==> src/hdl/launch_vehicle_sequence_model_top_defines.svh <==
// ----------------------------------------------------------------------------
// Launch vehicle sequence model - assertion macros
// Concurrent checks on clk, disabled while arst_n is low.
// ----------------------------------------------------------------------------
`ifndef LAUNCH_VEHICLE_SEQUENCE_MODEL_TOP_DEFINES_SVH
`define LAUNCH_VEHICLE_SEQUENCE_MODEL_TOP_DEFINES_SVH

`ifndef NO_ASSERTIONS
// check a property at every clock edge out of reset
`define LVSM_ASSERT(name, prop, msg) \
	name: assert property (@(posedge clk) disable iff (!arst_n) (prop)) else $error(msg);
// check that a condition implies another in the next cycle
`define LVSM_ASSERT_NEXT(name, pre, post, msg) \
	name: assert property (@(posedge clk) disable iff (!arst_n) (pre) |=> (post)) \
		else $error(msg);
`else
`define LVSM_ASSERT(name, prop, msg)
`define LVSM_ASSERT_NEXT(name, pre, post, msg)
`endif

`endif

==> src/hdl/lvsm_pkg.sv <==
// ----------------------------------------------------------------------------
// Launch vehicle sequence model - package
// Widths, register indexes, event codes, reset values and timer helpers.
// ----------------------------------------------------------------------------
`default_nettype none

package lvsm_pkg;

	// timer width and the width used to compare a timer with a 32-bit delay
	localparam int unsigned TIMER_WIDTH = 32;
	localparam int unsigned CFG_WIDTH   = 32;
	localparam int unsigned CMP_WIDTH   = (TIMER_WIDTH > CFG_WIDTH) ? TIMER_WIDTH : CFG_WIDTH;
	localparam int unsigned DT_WIDTH    = 16;

	typedef logic [TIMER_WIDTH-1:0] tmr_t;
	typedef logic [CFG_WIDTH-1:0]   cfg_t;

	// configuration register indexes
	typedef enum logic [1:0] {
		CFG_START_DELAY   = 2'd0,
		CFG_LIFTOFF_DELAY = 2'd1,
		CFG_ASCENT_DUR    = 2'd2,
		CFG_STOP_DELAY    = 2'd3
	} cfg_idx_t;

	// injected event codes; unused codes act as none
	typedef enum logic [2:0] {
		EV_NONE          = 3'd0,
		EV_INHIBIT_START = 3'd1,
		EV_INHIBIT_STOP  = 3'd2,
		EV_INHIBIT_LIFT  = 3'd3,
		EV_FORCE_STOP    = 3'd4,
		EV_FORCE_RESTART = 3'd5
	} event_t;

	// timer slots
	typedef enum logic [1:0] {
		T_START = 2'd0,
		T_LIFT  = 2'd1,
		T_ASC   = 2'd2,
		T_STOP  = 2'd3
	} tmr_idx_t;

	localparam cfg_t START_DELAY_RST   = cfg_t'(3000000);
	localparam cfg_t LIFTOFF_DELAY_RST = cfg_t'(2000000);
	localparam cfg_t ASCENT_DUR_RST    = cfg_t'(60000000);
	localparam cfg_t STOP_DELAY_RST    = cfg_t'(1000000);

	// advance a timer by one interval, saturating at all ones
	function automatic tmr_t tmr_advance(input tmr_t t, input logic [DT_WIDTH-1:0] dt);
		logic [TIMER_WIDTH:0] sum;
		sum = {1'b0, t} + (TIMER_WIDTH+1)'(dt);
		return sum[TIMER_WIDTH] ? {TIMER_WIDTH{1'b1}} : sum[TIMER_WIDTH-1:0];
	endfunction

	// timer reached its delay
	function automatic logic tmr_reached(input tmr_t t, input cfg_t lim);
		return CMP_WIDTH'(t) >= CMP_WIDTH'(lim);
	endfunction

endpackage

`default_nettype wire

==> src/hdl/launch_vehicle_sequence_model_top.sv <==
// Pipeline: an accepted item is loaded into the input register, then into the
// flag/result register when that register is free or being taken.
// Throughput: one item per clock while the result is not stalled; the combinational
// timer update loop (four saturating adders and delay compares) sets this figure.
// Reset: arst_n clears timers, inhibits, flags and handshake state at once and
// reloads the four delay registers with their defaults.
// ----------------------------------------------------------------------------
// Launch vehicle sequence model - top level
// Runs engine start, liftoff, ascent and stop timers one interval per item.
// ----------------------------------------------------------------------------
`default_nettype none

`include "launch_vehicle_sequence_model_top_defines.svh"

module launch_vehicle_sequence_model_top
	import lvsm_pkg::*;
(
	input  wire logic                clk,
	input  wire logic                arst_n,
	// configuration write port
	input  wire logic                cfg_we,
	input  wire logic [1:0]          cfg_index,
	input  wire logic [CFG_WIDTH-1:0] cfg_data,
	// input channel
	input  wire logic                in_valid,
	output logic                     in_ready,
	input  wire logic                ignition_command,
	input  wire logic [DT_WIDTH-1:0] delta_time,
	input  wire logic [2:0]          injected_event,
	// result channel
	output logic                     out_valid,
	input  wire logic                out_ready,
	output logic                     engine_running,
	output logic                     liftoff_detected,
	output logic                     cutoff_condition_met
);

	// configuration registers
	cfg_t start_delay_q, liftoff_delay_q, ascent_dur_q, stop_delay_q;

	// input stage
	logic                valid_s1;
	logic                ign_s1;
	logic [DT_WIDTH-1:0] dt_s1;
	logic [2:0]          ev_s1;

	// sequence state
	tmr_t       tmr_q [4];
	logic [3:0] active_q;
	logic [2:0] inh_q;
	logic       run_q, lift_q, cut_q;
	logic       last_ign_q;
	logic       out_valid_q;

	// next state
	tmr_t       tmr_d [4];
	logic [3:0] active_d;
	logic [2:0] inh_d;
	logic       run_d, lift_d, cut_d;

	logic advance;
	logic in_fire;

	// the stage advances when it holds an item and the result register is free or being taken
	assign advance  = valid_s1 && (!out_valid_q || out_ready);
	assign in_ready = !valid_s1 || advance;
	assign in_fire  = in_valid && in_ready;

	// write delay registers
	always_ff @(posedge clk or negedge arst_n) begin
		if (!arst_n) begin
			start_delay_q   <= START_DELAY_RST;
			liftoff_delay_q <= LIFTOFF_DELAY_RST;
			ascent_dur_q    <= ASCENT_DUR_RST;
			stop_delay_q    <= STOP_DELAY_RST;
		end else if (cfg_we) begin
			case (cfg_idx_t'(cfg_index))
				CFG_START_DELAY:   start_delay_q   <= cfg_data;
				CFG_LIFTOFF_DELAY: liftoff_delay_q <= cfg_data;
				CFG_ASCENT_DUR:    ascent_dur_q    <= cfg_data;
				CFG_STOP_DELAY:    stop_delay_q    <= cfg_data;
				default: ;
			endcase
		end
	end

	// capture the input item
	always_ff @(posedge clk or negedge arst_n) begin
		if (!arst_n) begin
			valid_s1 <= 1'b0;
		end else if (in_ready) begin
			valid_s1 <= in_valid;
		end
	end

	always_ff @(posedge clk) begin
		if (in_fire) begin
			ign_s1 <= ignition_command;
			dt_s1  <= delta_time;
			ev_s1  <= injected_event;
		end
	end

	// one interval: event, ignition edges, advance, expiries
	always_comb begin
		tmr_t       t [4];
		logic [3:0] act;
		logic [2:0] inh;
		logic       run;
		logic       x_start, x_lift, x_asc, x_stop;

		t   = tmr_q;
		act = active_q;
		inh = inh_q;
		run = run_q;

		// apply the injected event
		case (ev_s1)
			EV_INHIBIT_START: inh[0] = 1'b1;
			EV_INHIBIT_STOP:  inh[1] = 1'b1;
			EV_INHIBIT_LIFT:  inh[2] = 1'b1;
			EV_FORCE_STOP: begin
				run = 1'b0;
				act[T_STOP]  = 1'b0;
				t[T_STOP]    = '0;
				act[T_START] = 1'b0;
				t[T_START]   = '0;
			end
			EV_FORCE_RESTART: begin
				run = 1'b1;
				act[T_STOP] = 1'b0;
				t[T_STOP]   = '0;
			end
			default: ;
		endcase

		// ignition rising edge starts the start timer, falling edge the stop timer if the engine runs
		if (!last_ign_q && ign_s1) begin
			act[T_START] = 1'b1;
			t[T_START]   = '0;
			act[T_STOP]  = 1'b0;
			t[T_STOP]    = '0;
		end
		if (last_ign_q && !ign_s1) begin
			act[T_START] = 1'b0;
			t[T_START]   = '0;
			if (run) begin
				act[T_STOP] = 1'b1;
				t[T_STOP]   = '0;
			end
		end

		// advance the active timers
		for (int i = 0; i < 4; i++) begin
			if (act[i]) begin
				t[i] = tmr_advance(t[i], dt_s1);
			end
		end

		// capture expiries before any transition
		x_start = act[T_START] && tmr_reached(t[T_START], start_delay_q);
		x_lift  = act[T_LIFT]  && tmr_reached(t[T_LIFT],  liftoff_delay_q);
		x_asc   = act[T_ASC]   && tmr_reached(t[T_ASC],   ascent_dur_q);
		x_stop  = act[T_STOP]  && tmr_reached(t[T_STOP],  stop_delay_q);

		lift_d = lift_q;
		cut_d  = cut_q;

		if (x_start) begin
			act[T_START] = 1'b0;
			t[T_START]   = '0;
			if (!inh[0]) begin
				run = 1'b1;
				act[T_LIFT] = 1'b1;
				t[T_LIFT]   = '0;
			end
		end
		if (x_lift) begin
			act[T_LIFT] = 1'b0;
			t[T_LIFT]   = '0;
			if (!inh[2]) begin
				lift_d = 1'b1;
				act[T_ASC] = 1'b1;
				t[T_ASC]   = '0;
			end
		end
		if (x_asc) begin
			act[T_ASC] = 1'b0;
			t[T_ASC]   = '0;
			cut_d = 1'b1;
		end
		if (x_stop) begin
			act[T_STOP] = 1'b0;
			t[T_STOP]   = '0;
			if (!inh[1]) begin
				run = 1'b0;
			end
		end

		tmr_d    = t;
		active_d = act;
		inh_d    = inh;
		run_d    = run;
	end

	// commit the interval; the flags double as the result register
	always_ff @(posedge clk or negedge arst_n) begin
		if (!arst_n) begin
			for (int i = 0; i < 4; i++) begin
				tmr_q[i] <= '0;
			end
			active_q   <= '0;
			inh_q      <= '0;
			run_q      <= 1'b0;
			lift_q     <= 1'b0;
			cut_q      <= 1'b0;
			last_ign_q <= 1'b0;
		end else if (advance) begin
			tmr_q      <= tmr_d;
			active_q   <= active_d;
			inh_q      <= inh_d;
			run_q      <= run_d;
			lift_q     <= lift_d;
			cut_q      <= cut_d;
			last_ign_q <= ign_s1;
		end
	end

	// hold the result until it is taken
	always_ff @(posedge clk or negedge arst_n) begin
		if (!arst_n) begin
			out_valid_q <= 1'b0;
		end else if (advance) begin
			out_valid_q <= 1'b1;
		end else if (out_ready) begin
			out_valid_q <= 1'b0;
		end
	end

	assign out_valid            = out_valid_q;
	assign engine_running       = run_q;
	assign liftoff_detected     = lift_q;
	assign cutoff_condition_met = cut_q;

	// checks
	`LVSM_ASSERT_NEXT(a_lift_sticky, lift_q, lift_q, "liftoff flag dropped")
	`LVSM_ASSERT_NEXT(a_cut_sticky, cut_q, cut_q, "cutoff flag dropped")
	`LVSM_ASSERT(a_cut_after_lift, !cut_q || lift_q, "cutoff without liftoff")
	`LVSM_ASSERT_NEXT(a_stall_holds_s1, valid_s1 && out_valid_q && !out_ready,
		valid_s1 && $stable(run_q) && $stable(active_q), "stage advanced into a stalled result")
	`LVSM_ASSERT_NEXT(a_fire_fills_s1, in_fire, valid_s1, "accepted item lost")

endmodule

`default_nettype wire
==> config.mk <==
export PLATFORM = sky130hd
export DESIGN_NAME = launch_vehicle_sequence_model_top
export DESIGN_NICKNAME = d
export VERILOG_FILES = /design/src/hdl/lvsm_pkg.sv /design/src/hdl/launch_vehicle_sequence_model_top.sv
export VERILOG_INCLUDE_DIRS = /design/src /design/src/hdl
export SDC_FILE = /design/constraint.sdc
export NUM_CORES = 1
export LEC_CHECK = 0
export ABC_CLOCK_PERIOD_IN_PS = 8000
export BUFFER_PORTS_ARGS = -buffer_cell sky130_fd_sc_hd__buf_2
export CAP_MARGIN = 0
export CORE_ASPECT_RATIO = 1.25
export CORE_MARGIN = 5
export CORE_UTILIZATION = 64
export CTS_CLUSTER_DIAMETER = 200
export DETAILED_ROUTE_END_ITERATION = 6
export HOLD_SLACK_MARGIN = 0.03
export PLACE_DENSITY_LB_ADDON = 0.3
export SLEW_MARGIN = 10
export SYNTH_ARGS = -nofsm -noshare
export SYNTH_HDL_FRONTEND = slang
export SYNTH_SLANG_ARGS = --single-unit
export TNS_END_PERCENT = 30
==> constraint.sdc <==
create_clock -name clk -period 8 [get_ports clk]
set_input_delay 2.4 -clock clk [delete_from_list [all_inputs] [get_ports clk]]
set_output_delay 2.4 -clock clk [all_outputs]
set_load 0.005 [all_outputs]
After elaboration in Yosys (flattened, before gate mapping)
Cells that the tools add are included.

word-level totals
  register bits after elaboration = 289
  input bits = 59
  output and inout port bits = 5
  logic and storage cells = 111

cells by class
  add/sub/neg operators = 4
  order comparisons = 4
  equality and inequality tests = 10
  muxes and demuxes = 44
  bitwise logic cells = 1
  reductions and logical operators = 27

operators with widths
  kind                                                   number
  2-to-1 mux 32 bit                                      19
  adder 32 x 16 -> 33 bit                                4
  >= comparator 32 bit                                   4
  2-to-1 mux 64 bit                                      2
  2-to-1 mux 1 bit                                       20
  AND reduction 2 bit                                    5
  AND reduction 3 bit                                    3
  logical AND 1 bit                                      8
  == test 3 x 2 -> 1 bit, second input constant          2
  == test 3 bit, second input constant                   2
  nonzero test 2 bit                                     3
  == test 2 bit, second input constant                   2
  zero test 1 bit                                        4
  2-to-1 mux 2 bit                                       2
  inequality test 2 x 1 -> 1 bit, second input constant  2
  == test 3 x 1 -> 1 bit, second input constant          1
  == test 2 x 1 -> 1 bit, second input constant          1
  zero test 2 bit                                        1
  logical OR 1 bit                                       2
  case mux 1 bit (2 select lines)                        1
  OR reduction 2 bit                                     1
  inverter 1 bit                                         1

Logic depth before layout (Yosys ltp)
  word-level depth = 12
  gate-level depth with buffers = 28
  depth with buffers taken out = 23

Worst setup path before layout
OpenSTA, ideal clock, no wires.

  path type = reg2reg
  start point = register ev_s1[0]
  end point = register tmr_q[68] in the netlist's numbering
  setup time = 0.066 ns
  arrival = 6.059 ns
  required time = 7.934 ns
  slack = 1.875 ns
  cell stages (with the launch flop) = 27
  buffers on the path = 6
  clock period less this slack = 6.125 ns
  cell sequence = edfxtp_1 -> nor3b_1 -> nor2_1 -> clkbuf_1 -> clkbuf_1 -> and2_1 -> ha_1 -> a21o_1 -> a21o_1 -> a221oi_1 -> o21ai_0 -> nor2b_1 -> clkbuf_1 -> nand2_1 -> clkbuf_1 -> o21ai_0 -> ha_1 -> a211oi_1 -> o21bai_1 -> a2111oi_0 -> o211ai_1 -> and3_1 -> clkbuf_1 -> a21boi_1 -> clkbuf_1 -> nand3_1 -> nand2_1

on the way
  cells in the longest elaborated chain, start to end = 11
  elaborated cells on any way between the ends = 17
  classes of those cells = 1 x add/sub; 1 x order compare; 2 x eq/ne; 12 x mux; 1 x reduce/logical

RTL lines
  item                     RTL line                                  text
  start, declared          launch_vehicle_sequence_model_top.sv:45   logic [2:0] ev_s1;
  start signal, assigned   launch_vehicle_sequence_model_top.sv:100  ev_s1 <= injected_event;
  == test 3 bit            launch_vehicle_sequence_model_top.sv:118  case (ev_s1)
  2-to-1 mux 32 bit        launch_vehicle_sequence_model_top.sv:118
  2-to-1 mux 32 bit        launch_vehicle_sequence_model_top.sv:138  if (!last_ign_q && ign_s1) begin
  2-to-1 mux 32 bit        launch_vehicle_sequence_model_top.sv:144  if (last_ign_q && !ign_s1) begin
  adder 32 x 16 -> 33 bit  lvsm_pkg.sv:52                            sum = {1'b0, t} + (TIMER_WIDTH+1)'(dt);
  2-to-1 mux 32 bit        lvsm_pkg.sv:53                            return sum[TIMER_WIDTH] ? {TIMER_WIDTH{1'b1}} : sum[TIMER_WIDTH-1:0];
  2-to-1 mux 32 bit        launch_vehicle_sequence_model_top.sv:155  if (act[i]) begin
  >= comparator 32 bit     lvsm_pkg.sv:58                            return CMP_WIDTH'(t) >= CMP_WIDTH'(lim);
  logical AND 1 bit        launch_vehicle_sequence_model_top.sv:161  x_start = act[T_START] && tmr_reached(t[T_START], start_delay_q);
  2-to-1 mux 64 bit (*)    launch_vehicle_sequence_model_top.sv:169  if (x_start) begin
  2-to-1 mux 64 bit (*)    launch_vehicle_sequence_model_top.sv:178  if (x_lift) begin
  end signal, assigned     launch_vehicle_sequence_model_top.sv:219  tmr_q <= tmr_d;
  end, declared            launch_vehicle_sequence_model_top.sv:48   tmr_t tmr_q [4];

Mark *: on every way between the ends. The rest lies on a longest branch, timed or not.
A chain may end at the register's enable or synchronous reset.

Final worst setup path
  start point = register ev_s1[0]
  end point = register tmr_q[105] in the netlist's numbering

on the way
  cells in the longest elaborated chain, start to end = 10
  elaborated cells on any way between the ends = 13
  classes of those cells = 1 x add/sub; 1 x order compare; 1 x eq/ne; 9 x mux; 1 x reduce/logical

RTL lines
  item                     RTL line
  == test 3 bit (*)        launch_vehicle_sequence_model_top.sv:118
  2-to-1 mux 32 bit        launch_vehicle_sequence_model_top.sv:118
  2-to-1 mux 32 bit        launch_vehicle_sequence_model_top.sv:138
  2-to-1 mux 32 bit        launch_vehicle_sequence_model_top.sv:144
  adder 32 x 16 -> 33 bit  lvsm_pkg.sv:52
  2-to-1 mux 32 bit        lvsm_pkg.sv:53
  2-to-1 mux 32 bit        launch_vehicle_sequence_model_top.sv:155
  >= comparator 32 bit     lvsm_pkg.sv:58
  logical AND 1 bit        launch_vehicle_sequence_model_top.sv:161
  2-to-1 mux 64 bit (*)    launch_vehicle_sequence_model_top.sv:169

Marks and branches as above.

==> metrics.yaml <==
synthesis:
  async_reset_ff_share_pct: 93.08
  syn_avg_cell_area_sq_um: 8.843
  synth_edf_count: 20
  synth_ff_type: "dfrtp_1"
  syn_area_sq_mm: 0.02049
  synth-seq-cells: 289
  synthDistinctLibCells: 81
  synth_warnings: 0
  synth_nets: 2572
  ys_seq_area_share_pct: 35.99
  synthCells: 2317
setup_path:
  crit_family: "simple AND/OR/NAND/NOR gates"
  cp_num_buf_inv: 1
  worstPathCellList: "nor3b_1 > nor2_1 > buf_4 > and2_1 > ha_1 > a21bo_2 > nor4_1 > o221ai_1 > a211oi_1 > nand3_1 > xnor2_1 > o21ai_0 > ha_1 > a211oi_1 > o21bai_1 > a2111oi_1 > o211ai_1 > and3_1 > nor2_2 > nand2_1 > o21ai_0"
  critPathSlowestCell: "nor4_1"
  reg2reg_depth: 21
  r2r_end: "tmr_q[105]"
  cp.required_ps: 8420
  worstSetupStartpointType: "flop"
  reg2reg_setup_slack_ps: 690
  cp_max_fo: 24
  crit_path_start: "ev_s1[0]"
  path_class: "reg -> reg"
  worstReg2RegStart: "ev_s1[0]"
  crit_arrival_ps: 7730
  critPathCaptureType: "flop"
  max_stage_delay_ps: 650
clocking:
  cts.sinks: 289
  cts_root_buf: "clkbuf_16"
  worstSkewPairLatency_ps: 540
  clkTransAtPathRegs_ps: 60
  htreeDepth: 2
  cts_buffers: 35
  cts_buffer_depth: 3
  post_cts.repair.setup_buffers: 0
  cts_tree: "built"
floorplan:
  dieHeight_microns: 210.0
  rows: 73
  start_util_pct: 64.64
  fp.dieW_microns: 170.0
  pin_count: 64
  die-area_sq_mm: 0.03571
  coreArea_sq_mm: 0.03169
power_and_ir_drop:
  power.net_switching_w: 0.002133
  p_leak_nw: 10.55
  p_seq_share_pct: 34.3
  switching_share_pct: 36.95
  clock_power_share_pct: 29.4
  p_int_w: 0.003639
  power.density_mw_per_mm2: 258.4
  ir_drop_mv: 0.2181
  comb_power_share_pct: 36.3
timing:
  hold_viol_final: 0
  rsz0062_at_grt: "no"
  relSlewSlack_pct: 14.99
  fin_ws_ps: 687.3
  clock_skew_ps: 20.90
  period_share_pct: 91.41
  clock.fmax_ghz: 0.1367
  finalSetupViolCount: 0
  tightest_slew_ps: 1268
  slew_violations: 0
  finalSetupTns_ps: 0
  fin_crit_ps: 7313
placed_design:
  place_congestion: 0.9645
  placed_cell_area_sq_mm: 0.02113
  dp_hpwl_microns: 41890
  pre_cts_slack_ps: 650.2
  portBuffers: 63
global_routing:
  antenna_found_initial: 0
  track_usage_pct: 31.36
  grt_start_max_net_pins: 157
  grt_pass1_wl_microns: 90960
  gr-total-overflow: 0
  grt_pass1_vias: 18000
cells_and_area:
  final_cell_mix: "285 x nand2_1, 235 x dfrtp_1, 193 x a21oi_1, 192 x ha_1, 158 x o21ai_0"
  n_fill_cell: 2434
  design_area_sq_mm: 0.02234
  layout-drive-gt1-share_pct: 13.50
  antennaDiodeCount: 0
  areaGrowthSynthToFinish_pct: 9.044
  fin_nets: 2593
  layout_commonest_cell: "nand2_1"
detailed_routing:
  routed_via_density: 6.467
  post-route-drc-count: 0
  drt_iter0_drc: 1226
  vias: 17950
  routedWlPerCell_microns: 20.43
  routed_wl_microns: 56700
  antenna_left: 0
  firstDrtPassIters: 7
job:
  drv_cap: 0
hold_path:
  min_from: "inh_q[1]"
  hp-class: "reg -> reg"
  whs_endpoint: "inh_q[1]"
  whs_path_depth: 2
status:
  status: "completed"
==> worst max-delay path by stage <==
stage          cells after the start  slack (ps)         end
2_1_floorplan                     26        1870   tmr_q[68]
3_3_place_gp                      21         930   tmr_q[99]
3_5_place_dp                      21         650  tmr_q[105]
4_1_cts                           21         600  tmr_q[105]
5_1_grt                           23         120   tmr_q[97]
6_report                          21         690  tmr_q[105]
==> sequential cells by signal (all words and copies together) (netlist names) <==
name / count
active_q: 4
ascent_dur_q: 32
cutoff_condition_met: 1
dt_s1: 16
engine_running: 1
ev_s1: 3
ign_s1: 1
inh_q: 3
last_ign_q: 1
liftoff_delay_q: 32
liftoff_detected: 1
out_valid: 1
start_delay_q: 32
stop_delay_q: 32
tmr_q: 128
valid_s1: 1
==> timing repair <==
action | CTS | global route
gates resized for setup | 0 | 1
setup endpoints to repair | 0 | 5
hold buffers | 0 | 0
==> through the flow <==
| step | total power, W | utilization (%) | std cells | hold slack (ps) |
|---|---|---|---|---|
| floorplan | 0.003479 | - | 2317 | 413.3 |
| global placement | 0.003950 | 66.65 | 2713 | 432.5 |
| detailed placement | 0.004046 | 66.65 | 2713 | 431.9 |
| CTS | 0.005765 | 70.49 | 2775 | 457.6 |
| global route | 0.006136 | 70.49 | 2775 | 499.7 |
| finish | 0.005772 | 70.49 | 2775 | 462.9 |
==> worst min-delay path, cell delays in order, from the launching register on <==
cell	delay, ps
dfrtp_1	330
a21oi_1	50
inv_1	50
==> power by group through the flow <==
| stage | combinational (W) | clock, W | sequential (W) |
|---|---|---|---|
| 6_report | 0.00210 | 0.00170 | 0.00198 |
| 3_5_place_dp | 0.00206 | 0 | 0.00199 |
| 4_1_cts | 0.00208 | 0.00172 | 0.00197 |
| 3_3_place_gp | 0.00197 | 0 | 0.00198 |
| 2_1_floorplan | 0.00157 | 0 | 0.00191 |
| 5_1_grt | 0.00235 | 0.00178 | 0.00200 |
==> cells by family after synthesis <==
group / share of synthesized area, %
xor gates and xnor gates: 3.976
AOI/OAI and AO/OA: 19.80
and+or+nand+nor: 17.14
DFF: 35.99
muxes: 6.192
adders and majority gates: 12.12
buffers and inverters: 4.782
==> area by class of cell <==
type	instances	area, sq um	area share (%)
tap	412	515.5	2.307
inverter	156	585.6	2.621
clock buffer	42	953.4	4.267
clock inverter	20	261.5	1.170
multi-input combinational	1772	12160	54.41
timing repair buffer	84	495.5	2.218
sequential	289	7375	33.01
==> synthesized netlist by cell type, drive strengths merged, types with 10 or more instances <==
| master | instances | area, sq um |
|---|---|---|
| nand4 | 37 | 231.5 |
| nor2 | 135 | 509.2 |
| a21oi | 194 | 974.7 |
| xnor2 | 61 | 534.3 |
| a31oi | 17 | 106.4 |
| a21o | 40 | 300.3 |
| and3 | 32 | 205.2 |
| and2 | 49 | 306.6 |
| nand2 | 287 | 1080 |
| xor2 | 32 | 280.3 |
| o22a | 19 | 166.4 |
| o31ai | 15 | 112.6 |
| inv | 156 | 585.6 |
| a211oi | 24 | 180.2 |
| ha | 192 | 2402 |
| o21ai | 159 | 795.8 |
| buf | 20 | 93.83 |
| dfstp | 34 | 893.4 |
| o211ai | 19 | 142.6 |
| nor3 | 34 | 170.2 |
| edfxtp | 20 | 600.6 |
| mux2 | 102 | 1149 |
| dfrtp | 235 | 5881 |
| a2111oi | 11 | 96.34 |
| a31o | 19 | 166.4 |
| nand2b | 25 | 156.4 |
| clkbuf | 80 | 300.3 |
| o21a | 10 | 75.07 |
| and4 | 13 | 115.1 |
| nand3 | 63 | 320.3 |
| a22o | 27 | 236.5 |
| nor2b | 14 | 87.58 |
| nor4 | 13 | 81.33 |
| mux2i | 12 | 120.1 |
==> metal layers <==
| metal | routed length (microns) | share of wire (%) | track usage (%) |
|---|---|---|---|
| met3 | 3697 | 6.5 | 4.558 |
| met4 | 3307 | 5.8 | 16.17 |
| met5 | 0 | 0 | 0 |
| met1 | 22670 | 40 | 39.08 |
| met2 | 27030 | 48 | 52.99 |
Note: power is estimated with default switching activity, not from simulation.
